File: config.mk
export PLATFORM = sky130hd
export DESIGN_NAME = ipv6_esp_spi_range_match
export DESIGN_NICKNAME = d
export VERILOG_FILES = /design/src/design/ipv6esp_pkg.sv /design/src/design/ipv6esp_walk.sv /design/src/design/ipv6esp_spi_cmp.sv /design/src/design/ipv6_esp_spi_range_match.sv
export SDC_FILE = /design/constraint.sdc
export NUM_CORES = 1
export LEC_CHECK = 0
export BUFFER_PORTS_ARGS = -buffer_cell sky130_fd_sc_hd__buf_4
export CORE_MARGIN = 2
export CORE_UTILIZATION = 65
export DETAILED_ROUTE_END_ITERATION = 7
export GPL_TIMING_DRIVEN = 0
export PLACE_DENSITY = 0.81
export SKIP_LAST_GASP = 1
export SLEW_MARGIN = 20
export SYNTH_ARGS = -nofsm -noshare
export SYNTH_HDL_FRONTEND = slang
export SYNTH_HIERARCHICAL = 1
export SYNTH_SLANG_ARGS = --single-unit
export TNS_END_PERCENT = 10
File: constraint.sdc
create_clock -name clk -period 6.7 [get_ports clk]
set_input_delay 0 -clock clk [delete_from_list [all_inputs] [get_ports clk]]
set_output_delay 0 -clock clk [all_outputs]
set_load 0.01 [all_outputs]
File: src/design/ipv6esp_pkg.sv
`default_nettype none
// ----------------------------------------------------------------------------
// ipv6esp_pkg
// Shared types, constants and helpers for the IPv6 ESP SPI range matcher.
// ----------------------------------------------------------------------------
package ipv6esp_pkg;

    localparam int OFFSET_WIDTH_DEF = 16;
    localparam int SPI_W            = 32;
    localparam int CFG_INDEX_W      = 2;
    localparam int FIXED_HDR_LEN    = 40;
    localparam int NH_FIELD_OFFSET  = 6;
    localparam int FRAG_HDR_LEN     = 8;
    localparam int SPI_BYTES        = 4;
    localparam int DROP_MIN_BYTES   = 2;

    // next-header codes
    localparam logic [7:0] HDR_HOP      = 8'd0;
    localparam logic [7:0] HDR_ROUTING  = 8'd43;
    localparam logic [7:0] HDR_FRAGMENT = 8'd44;
    localparam logic [7:0] HDR_ESP      = 8'd50;
    localparam logic [7:0] HDR_AUTH     = 8'd51;
    localparam logic [7:0] HDR_DEST     = 8'd60;

    // config register indexes
    localparam logic [CFG_INDEX_W-1:0] REG_SPI_MIN      = 2'd0;
    localparam logic [CFG_INDEX_W-1:0] REG_SPI_MAX      = 2'd1;
    localparam logic [CFG_INDEX_W-1:0] REG_INVERT_MATCH = 2'd2;

    typedef enum logic [2:0] {
        PH_FIXED = 3'd0,
        PH_WAIT  = 3'd1,
        PH_CHAIN = 3'd2,
        PH_ESP   = 3'd3,
        PH_FOUND = 3'd4,
        PH_FAIL  = 3'd5
    } phase_t;

    // walk outcome for the byte just taken, before the per-packet clear
    typedef struct packed {
        logic             found;
        logic             hot_drop;
        logic [SPI_W-1:0] spi;
    } walk_status_t;

    // phase when the walk is about to look at header type nh
    function automatic phase_t enter_header(input logic [7:0] nh);
        phase_t ph;
        ph = PH_FAIL;
        if (nh == HDR_ESP || nh == HDR_HOP || nh == HDR_ROUTING ||
            nh == HDR_FRAGMENT || nh == HDR_AUTH || nh == HDR_DEST)
        begin
            ph = PH_WAIT;
        end
        return ph;
    endfunction

endpackage
`default_nettype wire

File: src/design/ipv6esp_walk.sv
`default_nettype none
// ----------------------------------------------------------------------------
// ipv6esp_walk
// Per-byte walk of the IPv6 next-header chain and SPI capture.
// ----------------------------------------------------------------------------
module ipv6esp_walk #(
    parameter int OFFSET_WIDTH = ipv6esp_pkg::OFFSET_WIDTH_DEF
) (
    input  wire logic                      clk,
    input  wire logic                      rst_n,
    input  wire logic                      step,
    input  wire logic [7:0]                data_byte,
    input  wire logic                      last_byte,
    output ipv6esp_pkg::walk_status_t      status
);

    localparam int LEN_W  = 12;
    localparam int NEXT_W = ((OFFSET_WIDTH > LEN_W) ? OFFSET_WIDTH : LEN_W) + 1;
    localparam logic [OFFSET_WIDTH-1:0] OFFSET_MAX = {OFFSET_WIDTH{1'b1}};

    logic [OFFSET_WIDTH-1:0]         offset_reg, offset_next;
    ipv6esp_pkg::phase_t             phase_reg, phase_next;
    logic [7:0]                      nh_reg, nh_next;
    logic [OFFSET_WIDTH-1:0]         hstart_reg, hstart_next;
    logic [7:0]                      chain_reg, chain_next;
    logic [ipv6esp_pkg::SPI_W-1:0]   spi_reg, spi_next;
    logic [2:0]                      count_reg, count_next;

    logic                            beyond;
    logic                            at_hstart;
    logic [NEXT_W-1:0]               hdr_len;
    logic [NEXT_W-1:0]               next_start;
    logic                            next_ovf;
    logic [2:0]                      count_inc;

    assign beyond    = (offset_reg == OFFSET_MAX) && (phase_reg != ipv6esp_pkg::PH_FIXED) &&
                       (offset_reg > hstart_reg);
    assign at_hstart = (offset_reg == hstart_reg);
    assign count_inc = count_reg + 3'd1;

    // header length from its second byte; fixed length for a fragment header
    always_comb
    begin
        if (nh_reg == ipv6esp_pkg::HDR_FRAGMENT)
        begin
            hdr_len = NEXT_W'(ipv6esp_pkg::FRAG_HDR_LEN);
        end
        else if (nh_reg == ipv6esp_pkg::HDR_AUTH)
        begin
            hdr_len = NEXT_W'({data_byte, 2'b00}) + NEXT_W'(8);
        end
        else
        begin
            hdr_len = NEXT_W'({data_byte, 3'b000}) + NEXT_W'(8);
        end
    end

    assign next_start = NEXT_W'(hstart_reg) + hdr_len;
    assign next_ovf   = (next_start[NEXT_W-1:OFFSET_WIDTH] != '0);

    // next phase
    always_comb
    begin
        phase_next = phase_reg;
        if (beyond)
        begin
            if (phase_reg != ipv6esp_pkg::PH_FOUND)
            begin
                phase_next = ipv6esp_pkg::PH_FAIL;
            end
        end
        else
        begin
            unique case (phase_reg) inside
                ipv6esp_pkg::PH_FIXED:
                begin
                    if (offset_reg == OFFSET_WIDTH'(ipv6esp_pkg::FIXED_HDR_LEN - 1))
                    begin
                        phase_next = ipv6esp_pkg::enter_header(nh_reg);
                    end
                end
                ipv6esp_pkg::PH_WAIT:
                begin
                    if (at_hstart)
                    begin
                        phase_next = (nh_reg == ipv6esp_pkg::HDR_ESP) ?
                                     ipv6esp_pkg::PH_ESP : ipv6esp_pkg::PH_CHAIN;
                    end
                end
                ipv6esp_pkg::PH_CHAIN:
                begin
                    phase_next = next_ovf ? ipv6esp_pkg::PH_FAIL :
                                 ipv6esp_pkg::enter_header(chain_reg);
                end
                ipv6esp_pkg::PH_ESP:
                begin
                    if (count_inc >= 3'(ipv6esp_pkg::SPI_BYTES))
                    begin
                        phase_next = ipv6esp_pkg::PH_FOUND;
                    end
                end
                ipv6esp_pkg::PH_FOUND,
                ipv6esp_pkg::PH_FAIL:
                begin
                    phase_next = phase_reg;
                end
                default:
                begin
                    phase_next = ipv6esp_pkg::PH_FAIL;
                end
            endcase
        end
    end

    // datapath next values
    always_comb
    begin
        nh_next     = nh_reg;
        hstart_next = hstart_reg;
        chain_next  = chain_reg;
        spi_next    = spi_reg;
        count_next  = count_reg;
        offset_next = (offset_reg == OFFSET_MAX) ? offset_reg : offset_reg + 1'b1;
        if (!beyond)
        begin
            case (phase_reg)
                ipv6esp_pkg::PH_FIXED:
                begin
                    if (offset_reg == OFFSET_WIDTH'(ipv6esp_pkg::NH_FIELD_OFFSET))
                    begin
                        nh_next = data_byte;
                    end
                end
                ipv6esp_pkg::PH_WAIT:
                begin
                    if (at_hstart)
                    begin
                        if (nh_reg == ipv6esp_pkg::HDR_ESP)
                        begin
                            spi_next   = ipv6esp_pkg::SPI_W'(data_byte);
                            count_next = 3'd1;
                        end
                        else
                        begin
                            chain_next = data_byte;
                        end
                    end
                end
                ipv6esp_pkg::PH_CHAIN:
                begin
                    nh_next = chain_reg;
                    if (!next_ovf)
                    begin
                        hstart_next = next_start[OFFSET_WIDTH-1:0];
                    end
                end
                ipv6esp_pkg::PH_ESP:
                begin
                    spi_next   = {spi_reg[ipv6esp_pkg::SPI_W-9:0], data_byte};
                    count_next = count_inc;
                end
                default:
                begin
                end
            endcase
        end
    end

    // outcome as seen after this byte
    always_comb
    begin
        status.found    = (phase_next == ipv6esp_pkg::PH_FOUND);
        status.hot_drop = (phase_next == ipv6esp_pkg::PH_ESP) &&
                          (count_next >= 3'(ipv6esp_pkg::DROP_MIN_BYTES));
        status.spi      = spi_next;
    end

    always_ff @(posedge clk or negedge rst_n)
    begin
        if (!rst_n)
        begin
            offset_reg <= '0;
            phase_reg  <= ipv6esp_pkg::PH_FIXED;
            nh_reg     <= '0;
            hstart_reg <= OFFSET_WIDTH'(ipv6esp_pkg::FIXED_HDR_LEN);
            chain_reg  <= '0;
            spi_reg    <= '0;
            count_reg  <= '0;
        end
        else if (step)
        begin
            if (last_byte)
            begin
                offset_reg <= '0;
                phase_reg  <= ipv6esp_pkg::PH_FIXED;
                nh_reg     <= '0;
                hstart_reg <= OFFSET_WIDTH'(ipv6esp_pkg::FIXED_HDR_LEN);
                chain_reg  <= '0;
                spi_reg    <= '0;
                count_reg  <= '0;
            end
            else
            begin
                offset_reg <= offset_next;
                phase_reg  <= phase_next;
                nh_reg     <= nh_next;
                hstart_reg <= hstart_next;
                chain_reg  <= chain_next;
                spi_reg    <= spi_next;
                count_reg  <= count_next;
            end
        end
    end

`ifndef NO_ASSERTIONS
    a_found_full_spi: assert property (@(posedge clk) disable iff (!rst_n)
        phase_reg == ipv6esp_pkg::PH_FOUND |-> count_reg == 3'(ipv6esp_pkg::SPI_BYTES))
        else $error("found phase without a full SPI");

    a_esp_partial: assert property (@(posedge clk) disable iff (!rst_n)
        phase_reg == ipv6esp_pkg::PH_ESP |-> (count_reg != 3'd0) &&
        (count_reg < 3'(ipv6esp_pkg::SPI_BYTES)))
        else $error("ESP phase with bad byte count");

    a_hstart_floor: assert property (@(posedge clk) disable iff (!rst_n)
        hstart_reg >= OFFSET_WIDTH'(ipv6esp_pkg::FIXED_HDR_LEN))
        else $error("header start below end of fixed header");
`endif

endmodule
`default_nettype wire

File: src/design/ipv6esp_spi_cmp.sv
`default_nettype none
// ----------------------------------------------------------------------------
// ipv6esp_spi_cmp
// SPI range test with optional inversion, gated by a found SPI.
// ----------------------------------------------------------------------------
module ipv6esp_spi_cmp (
    input  wire logic [ipv6esp_pkg::SPI_W-1:0] spi_min,
    input  wire logic [ipv6esp_pkg::SPI_W-1:0] spi_max,
    input  wire logic                          invert_match,
    input  wire ipv6esp_pkg::walk_status_t     status,
    output logic                               spi_matched,
    output logic                               hot_drop
);

    logic in_range;

    assign in_range    = (status.spi >= spi_min) && (status.spi <= spi_max);
    assign spi_matched = status.found && (in_range ^ invert_match);
    assign hot_drop    = status.hot_drop;

endmodule
`default_nettype wire

File: src/design/ipv6_esp_spi_range_match.sv
`default_nettype none
// ----------------------------------------------------------------------------
// ipv6_esp_spi_range_match
// Walks the IPv6 extension header chain one byte per cycle (a last byte may
// stall) and range-checks the ESP SPI; one result per packet on the last byte.
// ----------------------------------------------------------------------------
//
//  channel  | signals                       | moves
//  ---------+-------------------------------+---------------------------------
//  s_*      | tvalid tready tdata[7:0] tlast| packet byte; tlast = last byte
//  m_*      | tvalid tready tdata[7:0]      | per-packet match result
//  cfg_*    | we index[1:0] data[31:0]      | write spi_min / spi_max / invert
//
//  Throughput: one byte request per cycle unless a last byte stalls; the header
//  walk is combinational between the input register and the result register.
//  Result path: input register, then result register, which drives m_tvalid.
//  Stalls: only a last byte waits, while the result register is still full
//  and m_tready is low; other bytes move on regardless of m_tready.
//  Reset: asynchronous, clears walk state and loads register defaults
//  (spi_min 0, spi_max all ones, invert off); no clearing pass.
//
module ipv6_esp_spi_range_match #(
    parameter int OFFSET_WIDTH = ipv6esp_pkg::OFFSET_WIDTH_DEF
) (
    input  wire logic                                clk,
    input  wire logic                                rst_n,
    // input stream
    input  wire logic                                s_tvalid,
    output logic                                     s_tready,
    input  wire logic [7:0]                          s_tdata,   // [7:0] data_byte
    input  wire logic                                s_tlast,   // last_byte
    // result stream
    output logic                                     m_tvalid,
    input  wire logic                                m_tready,
    output logic [7:0]                               m_tdata,   // [0] spi_matched,
                                                                // [1] hot_drop, rest 0
    // config writes
    input  wire logic                                cfg_we,
    input  wire logic [ipv6esp_pkg::CFG_INDEX_W-1:0] cfg_index,
    input  wire logic [ipv6esp_pkg::SPI_W-1:0]       cfg_data
);

    // config registers
    logic [ipv6esp_pkg::SPI_W-1:0] spi_min_reg;
    logic [ipv6esp_pkg::SPI_W-1:0] spi_max_reg;
    logic                          invert_reg;

    // input register
    logic       in_vld_reg, in_vld_next;
    logic [7:0] in_byte_reg;
    logic       in_last_reg;

    // result register
    logic       out_vld_reg, out_vld_next;
    logic       out_match_reg;
    logic       out_drop_reg;

    logic                      advance;
    logic                      load_result;
    ipv6esp_pkg::walk_status_t status;
    logic                      res_match;
    logic                      res_drop;

    // A byte leaves the input register unless it is the last one and the
    // result register cannot take its result this cycle.
    assign advance     = in_vld_reg && (!in_last_reg || !out_vld_reg || m_tready);
    assign load_result = advance && in_last_reg;
    assign s_tready    = !in_vld_reg || advance;

    always_comb
    begin
        in_vld_next = in_vld_reg;
        if (s_tvalid && s_tready)
        begin
            in_vld_next = 1'b1;
        end
        else if (advance)
        begin
            in_vld_next = 1'b0;
        end
    end

    always_comb
    begin
        out_vld_next = out_vld_reg;
        if (load_result)
        begin
            out_vld_next = 1'b1;
        end
        else if (m_tready)
        begin
            out_vld_next = 1'b0;
        end
    end

    always_ff @(posedge clk or negedge rst_n)
    begin
        if (!rst_n)
        begin
            in_vld_reg  <= 1'b0;
            out_vld_reg <= 1'b0;
        end
        else
        begin
            in_vld_reg  <= in_vld_next;
            out_vld_reg <= out_vld_next;
        end
    end

    // payload registers
    always_ff @(posedge clk)
    begin
        if (s_tvalid && s_tready)
        begin
            in_byte_reg <= s_tdata;
            in_last_reg <= s_tlast;
        end
        if (load_result)
        begin
            out_match_reg <= res_match;
            out_drop_reg  <= res_drop;
        end
    end

    // register writes; index beyond the list is ignored
    always_ff @(posedge clk or negedge rst_n)
    begin
        if (!rst_n)
        begin
            spi_min_reg <= '0;
            spi_max_reg <= '1;
            invert_reg  <= 1'b0;
        end
        else if (cfg_we)
        begin
            unique case (cfg_index)
                ipv6esp_pkg::REG_SPI_MIN:      spi_min_reg <= cfg_data;
                ipv6esp_pkg::REG_SPI_MAX:      spi_max_reg <= cfg_data;
                ipv6esp_pkg::REG_INVERT_MATCH: invert_reg  <= cfg_data[0];
                default:
                begin
                end
            endcase
        end
    end

    ipv6esp_walk #(
        .OFFSET_WIDTH (OFFSET_WIDTH)
    ) u_walk (
        .clk       (clk),
        .rst_n     (rst_n),
        .step      (advance),
        .data_byte (in_byte_reg),
        .last_byte (in_last_reg),
        .status    (status)
    );

    ipv6esp_spi_cmp u_cmp (
        .spi_min      (spi_min_reg),
        .spi_max      (spi_max_reg),
        .invert_match (invert_reg),
        .status       (status),
        .spi_matched  (res_match),
        .hot_drop     (res_drop)
    );

    assign m_tvalid = out_vld_reg;
    assign m_tdata  = {6'b0, out_drop_reg, out_match_reg};

`ifndef NO_ASSERTIONS
    a_match_drop_excl: assert property (@(posedge clk) disable iff (!rst_n)
        m_tvalid |-> !(m_tdata[0] && m_tdata[1]))
        else $error("match and hot drop both set");

    a_result_from_last: assert property (@(posedge clk) disable iff (!rst_n)
        $rose(m_tvalid) |-> $past(in_vld_reg && in_last_reg))
        else $error("result without a last byte");

    a_mid_bytes_flow: assert property (@(posedge clk) disable iff (!rst_n)
        (in_vld_reg && !in_last_reg) |-> s_tready)
        else $error("non-last byte stalled the input");
`endif

endmodule
`default_nettype wire
==> impl_metrics.tcl <==
set metrics [dict create \
    status "finished clean" \
    worst_ir_drop_vdd_v 0.000257 \
    grt_use_met2 0.537 \
    drive_gt1_frac 0.215 \
    final.setup.tns_ns 0 \
    first_pass_iters 5 \
    crit_chain "or3_4 -> nor3_1 -> nand2_1 -> clkbuf_1 -> a211oi_1 -> ha_1 -> clkbuf_1 -> and4_1 -> a21oi_1 -> a31oi_1 -> o21a_1 -> or3_1 -> a211oi_1 -> nor2_1 -> nand2b_1 -> mux2i_1" \
    path_class "reg -> reg" \
    clkTransAtPathRegs_ns 0.06 \
    max_stage_delay_ns 0.47 \
    track_usage 0.309 \
    htree_levels 4 \
    yosysWarningCount 6 \
    synth_top_flop_cell "dfrtp_1" \
    num_antenna_cells 0 \
    fmax_mhz 203 \
    cts_hold_buffers 48 \
    fin_skew_ns 0.00767 \
    rsz0062_at_grt "false" \
    cts_setup_buffers 0 \
    rows 45 \
    core_area_um2 15200 \
    die_y_um 129 \
    die_w_um 129 \
    first_iter_violations 656 \
    fill_cells 1004 \
    worstPathRequired_ns 6.85 \
    ys_top_cells_by_count "dfrtp_1, ha_1, inv_1" \
    io_pins 58 \
    syn_area_per_cell_um2 10.3 \
    numCtsBuffers 17 \
    ys_top_cells_by_area "dfrtp_1, ha_1, dfstp_2" \
    start_util 0.666 \
    slew_headroom 0.430 \
    p_leak_nw 5.62 \
    yosysTopAreaCell "dfrtp_1" \
    met1_usage 0.383 \
    setup_viol 0 \
    synth_edf_count 11 \
    wl_per_cell_um 18.7 \
    async_flop_share 0.932 \
    clock_latency_ns 0.42 \
    cts_tree "yes" \
    grt_max_degree 79 \
    yosys.cell_count.top_type "dfrtp_1" \
    top_usage_layer "met2" \
    clock_path_buffers 2 \
    gp_congestion 0.927 \
    seq_area_frac_synth 0.410 \
    post_cts_resized 0 \
    p_per_area_nw_per_um2 244 \
    dp_hpwl_um 17100 \
    hold_violations 0 \
    hold_class "in -> reg" \
    syn_area_um2 10100 \
    synth-seq-cells 162 \
    grt_overflow 0 \
    grt_pass1_vias 8274 \
    period_needed_ns 4.94 \
    cts_root_buffer "clkbuf_16" \
    end_kind "flop" \
    die-area_um2 16600 \
    worst_pin_slew_ns 0.848 \
    cap_violations 0 \
    crit_path_top_delay_cell "nor3_1" \
    path_delay_family "simple AND/OR/NAND/NOR gates" \
    finalMaxSlewViolations 0 \
    synth_cells 986 \
    area_growth_pct 17.3 \
    ys_types 83 \
    vias 8182 \
    ant_nets 0 \
    drcViolationCount 0 \
    nets 1254 \
    cts_sinks 162 \
    grtUsageMet3 0.0524 \
    cp_data_arrival_time_ns 5.09 \
    final_util 0.782 \
    grt_pass1_wl_um 40200 \
    start_kind "flop" \
    cp_max_fo 10 \
    postRouteWirelength_um 24500 \
    synthDominantCellAreaShare 0.289 \
    vias_per_cell 6.24 \
    timing.final.crit_share 0.737 \
    worst-path-buf-inv 2 \
    port_buffers 51 \
    antenna_found_initial 0 \
]
==> placed cells by master, fill, tap and decap left out, drive strengths merged, types with 4 or more instances in the layout <==
cell type / instances
nand2b: 7
inv: 93
nor2: 62
buf: 71
nor2b: 6
clkbuf: 54
and3: 9
nand2: 66
o21ai: 37
xor2: 18
conb: 6
nor4: 8
nand4: 24
o22ai: 5
a21oi: 50
mux2: 82
o31ai: 4
a21o: 7
nand3: 28
nor3: 12
and4: 8
dlygate4sd3: 48
dfstp: 34
ha: 95
xnor2: 11
a22o: 65
dfrtp: 117
o21a: 4
nand3b: 4
edfxtp: 11
or3: 7
a211oi: 17
==> worst reg2reg max path: stages, from the launching register on <==
cell and delay (ns):
dfrtp_1 0.41, or3_4 0.43, nor3_1 0.47, nand2_1 0.23, clkbuf_1 0.29, a211oi_1 0.37
ha_1 0.29, clkbuf_1 0.19, and4_1 0.25, a21oi_1 0.14, a31oi_1 0.13, o21a_1 0.30
or3_1 0.46, a211oi_1 0.42, nor2_1 0.12, nand2b_1 0.09, mux2i_1 0.07
==> cell families (layout without fill, tap and decap cells) <==
kind of cell,Yosys count,after routing,synth area share
AO/OA/AOI/OAI,224,224,0.159
XOR/XNOR,29,29,0.0251
adder cells (fa/ha/maj),96,96,0.119
buffers and inverters,141,273,0.0611
flip-flops,162,162,0.410
multiplexers,84,84,0.0939
other,1,6,0.000370
AND/OR/NAND/NOR,249,249,0.131
==> worst paths after layout <==
kind	start	endpoint	slack (ns)	cells past startpoint
worst max register to register	u_walk/nh_reg[2]	out_match_reg	1.76	16
worst max-delay path	u_walk/nh_reg[2]	out_match_reg	1.76	16
max in group asynchronous	rst_n	spi_max_reg[24]	5.71	3
worst min-delay path	cfg_we	invert_reg	0.04	3
worst min register to register	spi_min_reg[5]	spi_min_reg[5]	0.50	1
min in group asynchronous	rst_n	spi_min_reg[9]	0.16	2
==> power by group <==
group	switching (W)	internal, W	total, W	leakage, nW
registers	0.0000831	0.00114	0.00122	2.01
clock network	0.000392	0.000590	0.000982	0.287
logic	0.000388	0.000307	0.000695	3.33
==> stage by stage <==
stage / area, um2 / total power (W) / hold slack (ns) / cells / setup slack (ns)
floorplan: 10100 / 0.00170 / -0.296 / 991 / 2.64
global placement: 10800 / 0.00185 / 0.179 / 1230 / 1.96
detailed placement: 10800 / 0.00189 / 0.0248 / 1231 / 1.96
CTS: 11900 / 0.00290 / 0.0203 / 1311 / 1.90
global route: 11900 / 0.00304 / 0.0326 / 1311 / 1.45
finish: 11900 / 0.00290 / 0.0371 / 1311 / 1.76
==> per-layer routing <==
metal | wire (um) | up-vias
li1 | - | 3828
met1 | 10100 | 3964
met2 | 12300 | 317
met3 | 1260 | 73
met4 | 893 | 0
met5 | 0 | -
==> final cells by class <==
| cell class | instances | area, um2 | share of cell area |
|---|---|---|---|
| multi-input cells | 688 | 5380 | 0.453 |
| plain buffers | 49 | 274 | 0.0231 |
| flip-flops and latches | 162 | 4150 | 0.349 |
| inverters | 92 | 345 | 0.0291 |
| repair buffers | 100 | 898 | 0.0756 |
| clock inverters | 8 | 103 | 0.00863 |
| clock buffers | 24 | 492 | 0.0414 |
| well taps | 188 | 235 | 0.0198 |
Power figures use the tool's default switching activity.
